==> src/hdl/msd_pkg.sv <==
`timescale 1ns / 1ps
// ============================================================================
// msd_pkg
// Shared types and constants for the motor stall detector.
// ============================================================================
package msd_pkg;

    // Number of finger lanes in service (1..5)
    localparam int FINGERS = 5;

    localparam int TIME_W   = 32;
    localparam int MASK_W   = 5;
    localparam int DUTY_W   = 8;
    localparam int SPEED_W  = 16;
    localparam int LIMIT_W  = 15;
    localparam int TMO_W    = 16;
    localparam int IDX_W    = 3;
    localparam int APB_AW   = 4;
    localparam int APB_DW   = 32;

    // Register indexes on the APB port (byte address = 4 * index)
    typedef enum logic [1:0] {
        REG_SPEED_LIMIT = 2'd0,
        REG_TIMEOUT     = 2'd1,
        REG_MIN_DUTY    = 2'd2
    } t_reg_idx;

    localparam logic [LIMIT_W-1:0] SPEED_LIMIT_RST = LIMIT_W'(13);
    localparam logic [TMO_W-1:0]   TIMEOUT_RST     = TMO_W'(500);
    localparam logic [DUTY_W-1:0]  MIN_DUTY_RST    = DUTY_W'(0);

    // Configuration seen by every lane
    typedef struct packed {
        logic [LIMIT_W-1:0] speed_limit;
        logic [TMO_W-1:0]   timeout;
        logic [DUTY_W-1:0]  min_duty;
    } t_cfg;

    // One result item
    typedef struct packed {
        logic             all_ok;
        logic [IDX_W-1:0] stalled_finger;
    } t_result;

endpackage

==> src/hdl/msd_in_if.sv <==
`timescale 1ns / 1ps
// ============================================================================
// msd_in_if
// Snapshot channel: timestamp, enable mask, duty and speed of each finger.
// ============================================================================
interface msd_in_if;
    logic               valid;
    logic               ready;
    logic [31:0]        now_ms;
    logic [4:0]         enabled_mask;
    logic [7:0]         duty_f0;
    logic [7:0]         duty_f1;
    logic [7:0]         duty_f2;
    logic [7:0]         duty_f3;
    logic [7:0]         duty_f4;
    logic signed [15:0] speed_f0;
    logic signed [15:0] speed_f1;
    logic signed [15:0] speed_f2;
    logic signed [15:0] speed_f3;
    logic signed [15:0] speed_f4;

    modport source (
        output valid, now_ms, enabled_mask,
               duty_f0, duty_f1, duty_f2, duty_f3, duty_f4,
               speed_f0, speed_f1, speed_f2, speed_f3, speed_f4,
        input  ready
    );
    modport sink (
        input  valid, now_ms, enabled_mask,
               duty_f0, duty_f1, duty_f2, duty_f3, duty_f4,
               speed_f0, speed_f1, speed_f2, speed_f3, speed_f4,
        output ready
    );
endinterface

==> src/hdl/msd_out_if.sv <==
`timescale 1ns / 1ps
// ============================================================================
// msd_out_if
// Result channel: overall status and lowest faulted finger.
// ============================================================================
interface msd_out_if;
    logic       valid;
    logic       ready;
    logic       all_ok;
    logic [2:0] stalled_finger;

    modport source (output valid, all_ok, stalled_finger, input ready);
    modport sink   (input valid, all_ok, stalled_finger, output ready);
endinterface

==> src/hdl/msd_lane.sv <==
`timescale 1ns / 1ps
// ============================================================================
// msd_lane
// One finger: stall qualification, start-time tracking and timeout compare.
// ============================================================================
module msd_lane (
    input  logic                          i_clk,
    input  logic                          i_rst_n,
    input  logic                          i_xfer,
    input  msd_pkg::t_cfg                 i_cfg,
    input  logic [msd_pkg::TIME_W-1:0]    i_now,
    input  logic                          i_enable,
    input  logic [msd_pkg::DUTY_W-1:0]    i_duty,
    input  logic signed [msd_pkg::SPEED_W-1:0] i_speed,
    output logic                          o_fault
);
    import msd_pkg::*;

    logic              r_active;
    logic [TIME_W-1:0] r_since;
    logic [SPEED_W-1:0] w_mag;
    logic              w_stall;
    logic [TIME_W-1:0] w_start;
    logic [TIME_W-1:0] w_elapsed;

    // Magnitude of the signed speed; -32768 maps to 32768
    assign w_mag = i_speed[SPEED_W-1] ? SPEED_W'(-i_speed) : SPEED_W'(i_speed);

    // Driven and not moving
    assign w_stall = i_enable && (i_duty > i_cfg.min_duty)
                   && (w_mag < {1'b0, i_cfg.speed_limit});

    // A stall that starts on this snapshot has zero elapsed time
    assign w_start   = r_active ? r_since : i_now;
    assign w_elapsed = i_now - w_start;
    assign o_fault   = w_stall && (w_elapsed >= {{(TIME_W-TMO_W){1'b0}}, i_cfg.timeout});

    // Start-time record, updated on every transfer
    always_ff @(posedge i_clk) begin
        if (!i_rst_n) begin
            r_active <= 1'b0;
        end else if (i_xfer) begin
            r_active <= w_stall;
        end
    end

    always_ff @(posedge i_clk) begin
        if (i_xfer && w_stall && !r_active) begin
            r_since <= i_now;
        end
    end

endmodule

==> src/hdl/msd_merge.sv <==
`timescale 1ns / 1ps
// ============================================================================
// msd_merge
// Combines lane fault flags into one result: ok, or the lowest faulted finger.
// ============================================================================
module msd_merge (
    input  logic [msd_pkg::FINGERS-1:0] i_fault,
    output msd_pkg::t_result            o_result
);
    import msd_pkg::*;

    // Priority pick, lowest index wins
    always_comb begin
        o_result.all_ok         = 1'b1;
        o_result.stalled_finger = '0;
        for (int f = FINGERS - 1; f >= 0; f--) begin
            if (i_fault[f]) begin
                o_result.all_ok         = 1'b0;
                o_result.stalled_finger = IDX_W'(f);
            end
        end
    end

endmodule

==> src/hdl/motor_stall_detector.sv <==
`timescale 1ns / 1ps
// ============================================================================
// motor_stall_detector
// Stall fault detector for up to five finger motors, one result per snapshot.
// ============================================================================
// Each snapshot transfer on i_snap yields one result on o_res. A finger lane
// qualifies the stall (enabled, duty above min_active_duty, speed magnitude
// below stall_speed_limit), keeps its start time and compares the wrapped
// elapsed time against the stall timeout, all in the cycle of the transfer;
// the merge picks the lowest faulted finger. The result is registered in the
// output register, or in a one-entry skid behind it while o_res stalls; the
// skid keeps i_snap ready while a result waits, so one snapshot per cycle is
// sustained while o_res takes results. APB registers sit at byte addresses
// 0x0 (stall_speed_limit), 0x4 (stall timeout) and 0x8 (min_active_duty).
// ============================================================================
module motor_stall_detector (
    input  logic                        i_clk,
    input  logic                        i_rst_n,
    msd_in_if.sink                      i_snap,
    msd_out_if.source                   o_res,
    input  logic                        psel,
    input  logic                        penable,
    input  logic                        pwrite,
    input  logic [msd_pkg::APB_AW-1:0]  paddr,
    input  logic [msd_pkg::APB_DW-1:0]  pwdata,
    output logic [msd_pkg::APB_DW-1:0]  prdata,
    output logic                        pready
);
    import msd_pkg::*;

    t_cfg                     r_cfg;
    logic [1:0]               w_reg_idx;
    logic                     w_wr;
    logic                     w_in_xfer;
    logic                     w_out_xfer;
    logic [FINGERS-1:0]       w_fault;
    t_result                  w_result;
    logic                     r_out_valid;
    t_result                  r_out;
    logic                     r_skid_valid;
    t_result                  r_skid;

    logic [4:0][DUTY_W-1:0]         w_duty;
    logic signed [SPEED_W-1:0]      w_speed [5];

    // ------------------------------------------------------------------
    // APB configuration port
    // ------------------------------------------------------------------
    assign pready    = 1'b1;
    assign w_reg_idx = paddr[3:2];
    assign w_wr      = psel && penable && pwrite;

    always_ff @(posedge i_clk) begin
        if (!i_rst_n) begin
            r_cfg.speed_limit <= SPEED_LIMIT_RST;
            r_cfg.timeout     <= TIMEOUT_RST;
            r_cfg.min_duty    <= MIN_DUTY_RST;
        end else if (w_wr) begin
            case (w_reg_idx)
                REG_SPEED_LIMIT: r_cfg.speed_limit <= pwdata[LIMIT_W-1:0];
                REG_TIMEOUT:     r_cfg.timeout     <= pwdata[TMO_W-1:0];
                REG_MIN_DUTY:    r_cfg.min_duty    <= pwdata[DUTY_W-1:0];
                default: ;
            endcase
        end
    end

    always_comb begin
        case (w_reg_idx)
            REG_SPEED_LIMIT: prdata = APB_DW'(r_cfg.speed_limit);
            REG_TIMEOUT:     prdata = APB_DW'(r_cfg.timeout);
            REG_MIN_DUTY:    prdata = APB_DW'(r_cfg.min_duty);
            default:         prdata = '0;
        endcase
    end

    // ------------------------------------------------------------------
    // Handshakes
    // ------------------------------------------------------------------
    assign i_snap.ready = !r_skid_valid;
    assign w_in_xfer    = i_snap.valid && i_snap.ready;
    assign w_out_xfer   = r_out_valid && o_res.ready;

    // ------------------------------------------------------------------
    // Finger lanes
    // ------------------------------------------------------------------
    assign w_duty  = {i_snap.duty_f4, i_snap.duty_f3, i_snap.duty_f2,
                      i_snap.duty_f1, i_snap.duty_f0};
    assign w_speed[0] = i_snap.speed_f0;
    assign w_speed[1] = i_snap.speed_f1;
    assign w_speed[2] = i_snap.speed_f2;
    assign w_speed[3] = i_snap.speed_f3;
    assign w_speed[4] = i_snap.speed_f4;

    for (genvar f = 0; f < FINGERS; f++) begin : g_lane
        msd_lane u_lane (
            .i_clk    (i_clk),
            .i_rst_n  (i_rst_n),
            .i_xfer   (w_in_xfer),
            .i_cfg    (r_cfg),
            .i_now    (i_snap.now_ms),
            .i_enable (i_snap.enabled_mask[f]),
            .i_duty   (w_duty[f]),
            .i_speed  (w_speed[f]),
            .o_fault  (w_fault[f])
        );
    end

    // ------------------------------------------------------------------
    // Merge
    // ------------------------------------------------------------------
    msd_merge u_merge (
        .i_fault  (w_fault),
        .o_result (w_result)
    );

    // ------------------------------------------------------------------
    // Output register with skid entry
    // ------------------------------------------------------------------
    always_ff @(posedge i_clk) begin
        if (!i_rst_n) begin
            r_out_valid  <= 1'b0;
            r_skid_valid <= 1'b0;
        end else if (r_skid_valid) begin
            if (w_out_xfer) begin
                r_skid_valid <= 1'b0;
            end
        end else if (w_in_xfer) begin
            if (!r_out_valid || w_out_xfer) begin
                r_out_valid <= 1'b1;
            end else begin
                r_skid_valid <= 1'b1;
            end
        end else if (w_out_xfer) begin
            r_out_valid <= 1'b0;
        end
    end

    always_ff @(posedge i_clk) begin
        if (r_skid_valid) begin
            if (w_out_xfer) begin
                r_out <= r_skid;
            end
        end else if (w_in_xfer) begin
            if (!r_out_valid || w_out_xfer) begin
                r_out <= w_result;
            end else begin
                r_skid <= w_result;
            end
        end
    end

    assign o_res.valid          = r_out_valid;
    assign o_res.all_ok         = r_out.all_ok;
    assign o_res.stalled_finger = r_out.stalled_finger;

endmodule

==> src/flat_wrapper.sv <==
// flat-port wrapper written by rule: the top's interface ports become plain ports
module motor_stall_detector_flat import msd_pkg::*;
  (i_clk, i_rst_n, psel, penable, pwrite, paddr, pwdata, prdata, pready, i_snap_valid, i_snap_now_ms, i_snap_enabled_mask, i_snap_duty_f0, i_snap_duty_f1, i_snap_duty_f2, i_snap_duty_f3, i_snap_duty_f4, i_snap_speed_f0, i_snap_speed_f1, i_snap_speed_f2, i_snap_speed_f3, i_snap_speed_f4, i_snap_ready, o_res_valid, o_res_all_ok, o_res_stalled_finger, o_res_ready);
  msd_in_if i_snap_i ();
  msd_out_if o_res_i ();
  input  logic i_clk;
  input  logic i_rst_n;
  input  logic psel;
  input  logic penable;
  input  logic pwrite;
  input  logic [msd_pkg::APB_AW-1:0] paddr;
  input  logic [msd_pkg::APB_DW-1:0] pwdata;
  output logic [msd_pkg::APB_DW-1:0] prdata;
  output logic pready;
  input wire logic [$bits(i_snap_i.valid)-1:0] i_snap_valid;
  input wire logic [$bits(i_snap_i.now_ms)-1:0] i_snap_now_ms;
  input wire logic [$bits(i_snap_i.enabled_mask)-1:0] i_snap_enabled_mask;
  input wire logic [$bits(i_snap_i.duty_f0)-1:0] i_snap_duty_f0;
  input wire logic [$bits(i_snap_i.duty_f1)-1:0] i_snap_duty_f1;
  input wire logic [$bits(i_snap_i.duty_f2)-1:0] i_snap_duty_f2;
  input wire logic [$bits(i_snap_i.duty_f3)-1:0] i_snap_duty_f3;
  input wire logic [$bits(i_snap_i.duty_f4)-1:0] i_snap_duty_f4;
  input wire logic [$bits(i_snap_i.speed_f0)-1:0] i_snap_speed_f0;
  input wire logic [$bits(i_snap_i.speed_f1)-1:0] i_snap_speed_f1;
  input wire logic [$bits(i_snap_i.speed_f2)-1:0] i_snap_speed_f2;
  input wire logic [$bits(i_snap_i.speed_f3)-1:0] i_snap_speed_f3;
  input wire logic [$bits(i_snap_i.speed_f4)-1:0] i_snap_speed_f4;
  output wire logic [$bits(i_snap_i.ready)-1:0] i_snap_ready;
  output wire logic [$bits(o_res_i.valid)-1:0] o_res_valid;
  output wire logic [$bits(o_res_i.all_ok)-1:0] o_res_all_ok;
  output wire logic [$bits(o_res_i.stalled_finger)-1:0] o_res_stalled_finger;
  input wire logic [$bits(o_res_i.ready)-1:0] o_res_ready;
  assign i_snap_i.valid = i_snap_valid;
  assign i_snap_i.now_ms = i_snap_now_ms;
  assign i_snap_i.enabled_mask = i_snap_enabled_mask;
  assign i_snap_i.duty_f0 = i_snap_duty_f0;
  assign i_snap_i.duty_f1 = i_snap_duty_f1;
  assign i_snap_i.duty_f2 = i_snap_duty_f2;
  assign i_snap_i.duty_f3 = i_snap_duty_f3;
  assign i_snap_i.duty_f4 = i_snap_duty_f4;
  assign i_snap_i.speed_f0 = i_snap_speed_f0;
  assign i_snap_i.speed_f1 = i_snap_speed_f1;
  assign i_snap_i.speed_f2 = i_snap_speed_f2;
  assign i_snap_i.speed_f3 = i_snap_speed_f3;
  assign i_snap_i.speed_f4 = i_snap_speed_f4;
  assign i_snap_ready = i_snap_i.ready;
  assign o_res_valid = o_res_i.valid;
  assign o_res_all_ok = o_res_i.all_ok;
  assign o_res_stalled_finger = o_res_i.stalled_finger;
  assign o_res_i.ready = o_res_ready;
  motor_stall_detector u_core (.i_clk(i_clk), .i_rst_n(i_rst_n), .i_snap(i_snap_i), .o_res(o_res_i), .psel(psel), .penable(penable), .pwrite(pwrite), .paddr(paddr), .pwdata(pwdata), .prdata(prdata), .pready(pready));
endmodule
==> config.mk <==
export PLATFORM = sky130hd
export DESIGN_NAME = motor_stall_detector_flat
export DESIGN_NICKNAME = d
export VERILOG_FILES = /design/src/hdl/msd_pkg.sv /design/src/hdl/msd_in_if.sv /design/src/hdl/msd_out_if.sv /design/src/hdl/msd_lane.sv /design/src/hdl/msd_merge.sv /design/src/hdl/motor_stall_detector.sv /design/src/flat_wrapper.sv
export SDC_FILE = /design/constraint.sdc
export NUM_CORES = 1
export LEC_CHECK = 0
export BUFFER_PORTS_ARGS = -buffer_cell sky130_fd_sc_hd__buf_2
export CORE_ASPECT_RATIO = 0.7
export CORE_MARGIN = 5
export CORE_UTILIZATION = 56
export CTS_CLUSTER_DIAMETER = 150
export DETAILED_ROUTE_END_ITERATION = 10
export PLACE_DENSITY = 0.79
export SLEW_MARGIN = 0
export SYNTH_ARGS = -nofsm -noshare
export SYNTH_HDL_FRONTEND = slang
export SYNTH_SLANG_ARGS = --single-unit
==> constraint.sdc <==
create_clock -name i_clk -period 5.84 [get_ports i_clk]
set_input_delay 0.876 -clock i_clk [delete_from_list [all_inputs] [get_ports i_clk]]
set_output_delay 0.876 -clock i_clk [all_outputs]
set_load 0.01 [all_outputs]
==> metrics.cfg <==
[global_routing]
via_count_of_the_first_global_routing_pass=21300
global_route.usage.total_pct=32.0
wire_length_of_the_first_global_routing_pass_mm=121
grt_antenna_before_repair=6
grt_overflow=0
grt_start_max_net_pins=47

[yosys]
synth.ff_latch_count=214
synthesis.area_per_instance_um2=8.86
sequential_fraction_of_the_synthesis_area_pct=25.0
yosys.cell_types.count=102
post_synth_instance_area_um2=23900
ys_dominant_reg_cell=sky130_fd_sc_hd__edfxtp_1
syn-instance-count=2697
synth-edff-count=168
synthArstFlopShare_pct=0
yosysWarningCount=0

[sta]
worst_slew_margin_rel_pct=24.3
whs_ns=0.469
rsz0062_at_grt=no
setup_viol=0
timing.final.ws_setup_ns=0.109
finalWorstPathRequiredPeriod_ns=5.73
final_max_slew_viol_count=0
layout_worst_path_cycle_share_pct=98.1
max_freq_mhz=174
worst-slew-pin-transition_ns=1.12
clock_tree_skew_after_final_layout_ns=0.0265
report.final.hold_viol_count=0

[die]
row_count=63
core_area_um2=42300
fp.dieArea_um2=47000
die_height_um=183
initial_util_pct=56.5
floorplan.die.width_um=257
io_pins=239

[drt]
drcViolationCount=0
postRouteAntennaNets=0
drt_pre_antenna_iters=5
routed_wirelength_mm=78.7
detail_route.iter0.violations=2328
via_per_inst=6.49
via_count_of_the_routed_design=22600
post_drt_wl_per_cell_um=22.6

[cells_and_area]
layout.core_utilization_pct=63.0
fillers=3608
final_layout_size_suffix_gt1_share_pct=13.2
final_common_cell=sky130_fd_sc_hd__ha_1
areaGrowthSynthToFinish_pct=11.4
layout.cells.most_common_list=354 x sky130_fd_sc_hd__ha_1, 251 x sky130_fd_sc_hd__nand2_1, 203 x sky130_fd_sc_hd__buf_2
num-nets-final=3466

[place]
gp_congestion=0.965
port_buffers=203
placement.setup.worst_slack_ns=-0.315
dpl.hpwl_mm=63.2

[setup_path]
timing.critical_path.required_ns=6.22
critPathBufInv=3
r2r-start=u_core.g_lane[1].u_lane.r_active
critical_path_most_common_cell=sky130_fd_sc_hd__a21o_1
critPathArrivalTime_ns=6.11
cp-end-kind=flop
crit_path_top_delay_cell=sky130_fd_sc_hd__a2111oi_0
cp-startpoint=i_snap_now_ms[0]
crit_family=compound AO/OA/AOI/OAI gates
cp-start-kind=primary input
path_cells=buf_2, inv_1, buf_4, o21ai_0, ha_1, fa_1, nand2b_1, a21o_1, nand2_1, a21o_1, a21oi_1, o21ai_0, a31oi_1, xnor2_1, ha_1, a21o_1, a21o_1, a2111oi_0, o211ai_1, nor4b_1, nand4_1, nor3_1, a41oi_1, o31ai_2
critical_path_peak_fanout=6
timing.setup.critical_path_class=in2reg
critical-path-max-stage-delay_ns=0.45

[clocking]
tritoncts_clock_tree=built
path_clk_slew_ns=0.06
clock_sinks=214
insertion_delay_to_the_later_sink_of_the_worst_skew_pair_ns=0.55
root_buffer=sky130_fd_sc_hd__clkbuf_16
post_cts_setup_bufs=0
cts_made_buffers=24
ctsLongestPathBuffers=3
ctsHtreeMaxLevel=1

[run]
maxCapViolCount=0

[power_and_ir_drop]
cell_internal_power_dissipation_mw=3.45
vdd.ir_drop.worst_mv=0.207
seq_power_share_pct=31.5
netSwitchingFraction_pct=36.6
pwr-share-clk_pct=27.1
combinationalPowerShare_pct=41.5
powerDensity_nw_per_um2=205
leakage_nw=10.6
power.net_switching_mw=1.99
power.total_mw=5.44

[status]
outcome=completed

[min_path]
class_of_the_most_critical_hold_timing_path=reg2reg
worst_hold_launch=u_core.r_cfg[23]

logic make-up (layout without fill, tap and decap cells):
family / Yosys count / after routing / synth area share [%]
compound gates: 812 / 812 / 22.7
fa+ha+maj: 359 / 359 / 19.0
flops: 214 / 214 / 25.0
xor+xnor: 172 / 172 / 6.31
mux: 180 / 180 / 7.55
simple gates: 745 / 745 / 15.7
other cells: 2 / 24 / 0.0314
buf+inv: 213 / 425 / 3.78
stage by stage:
step                TNS [ns]  area, um2  instances
floorplan                  0      24000       2712
global placement       -1.26      25800       3433
detailed placement     -1.88      25800       3433
CTS                        0      26600       3476
global route               0      26600       3482
finish                     0      26600       3483
synthesized netlist by cell type (60+ instances only):
| cell type | count | share of area [%] |
|---|---|---|
| sky130_fd_sc_hd__a21oi_1 | 201 | 4.2 |
| sky130_fd_sc_hd__inv_1 | 95 | 1.5 |
| sky130_fd_sc_hd__nand4_1 | 60 | 1.6 |
| sky130_fd_sc_hd__edfxtp_1 | 168 | 21 |
| sky130_fd_sc_hd__a21o_1 | 94 | 3.0 |
| sky130_fd_sc_hd__ha_1 | 354 | 19 |
| sky130_fd_sc_hd__nand2_1 | 251 | 3.9 |
| sky130_fd_sc_hd__mux2i_1 | 178 | 7.5 |
| sky130_fd_sc_hd__xnor2_1 | 134 | 4.9 |
| sky130_fd_sc_hd__o21ai_0 | 160 | 3.4 |
| sky130_fd_sc_hd__clkbuf_1 | 84 | 1.3 |
| sky130_fd_sc_hd__nor2_1 | 121 | 1.9 |
flip-flops by register name (all words and copies together), names as in the netlist:
signal and count:
u_core.g_lane.u_lane.r_since 160, u_core.r_cfg 39, u_core.g_lane.u_lane.r_active 5, u_core.r_skid 4
u_core.o_res.stalled_finger 3, u_core.o_res.all_ok 1, u_core.o_res.valid 1, u_core.r_skid_valid 1
area by class of cell:
| cell class | instances | area [um2] | area share (%) |
|---|---|---|---|
| clock buffers | 32 | 652 | 2.45 |
| well taps | 552 | 691 | 2.59 |
| diodes | 7 | 17.5 | 0.0658 |
| multi-input cells | 2285 | 17200 | 64.5 |
| inverters | 95 | 357 | 1.34 |
| repair buffers | 287 | 1670 | 6.28 |
| clock inverters | 11 | 77.6 | 0.291 |
| flip-flops and latches | 214 | 5970 | 22.4 |
power groups by stage:
stage          Sequential (mW)  Combinational, mW  Clock, mW
2_1_floorplan             1.74               1.54          0
3_3_place_gp              1.74               2.12          0
3_5_place_dp              1.75               2.19          0
4_1_cts                   1.71               2.21       1.51
5_1_grt                   1.72               2.49       1.57
6_report                  1.71               2.26       1.47
worst register-to-register path: stages, from the launching register on:
cell and delay [ns]:
sky130_fd_sc_hd__dfxtp_4 0.38, sky130_fd_sc_hd__mux2i_2 0.24, sky130_fd_sc_hd__ha_1 0.26, sky130_fd_sc_hd__nor2b_1 0.16
sky130_fd_sc_hd__o31a_1 0.27, sky130_fd_sc_hd__nor3_1 0.19, sky130_fd_sc_hd__o21ai_1 0.12, sky130_fd_sc_hd__a21o_1 0.21
sky130_fd_sc_hd__or3b_2 0.45, sky130_fd_sc_hd__nand2_1 0.12, sky130_fd_sc_hd__o21ai_0 0.12, sky130_fd_sc_hd__xor2_1 0.16
sky130_fd_sc_hd__ha_1 0.30, sky130_fd_sc_hd__a21o_1 0.19, sky130_fd_sc_hd__a21o_1 0.17, sky130_fd_sc_hd__a222oi_1 0.26
sky130_fd_sc_hd__o211ai_1 0.15, sky130_fd_sc_hd__a211oi_2 0.22, sky130_fd_sc_hd__nand4_1 0.10, sky130_fd_sc_hd__or4_1 0.54
sky130_fd_sc_hd__nor4_2 0.16, sky130_fd_sc_hd__a41o_2 0.34, sky130_fd_sc_hd__o21a_1 0.19, sky130_fd_sc_hd__o31ai_1 0.07
path summary, 6_finish.rpt:
kind	end	slack, ns	cells past startpoint
worst max-delay path	u_core.o_res.all_ok	0.11	24
worst min-delay path	u_core.r_cfg[23]	0.47	2
worst max register to register	u_core.o_res.stalled_finger[0]	0.24	23
worst min register to register	u_core.r_cfg[23]	0.47	2
layer usage:
| metal | part of all wire [%] | track usage [%] |
|---|---|---|
| met5 | 0 | 0 |
| met4 | 2.4 | 7.12 |
| met3 | 8.2 | 5.12 |
| met2 | 43 | 49.4 |
| met1 | 47 | 47.6 |
timing repair:
item / in CTS / in global routing
setup endpoints to repair: 0 / 8
resized for setup: 0 / 11
hold buffers: 0 / 0
hold endpoints to repair: 0 / 0
No activity file was read; power rests on OpenSTA's default activity.
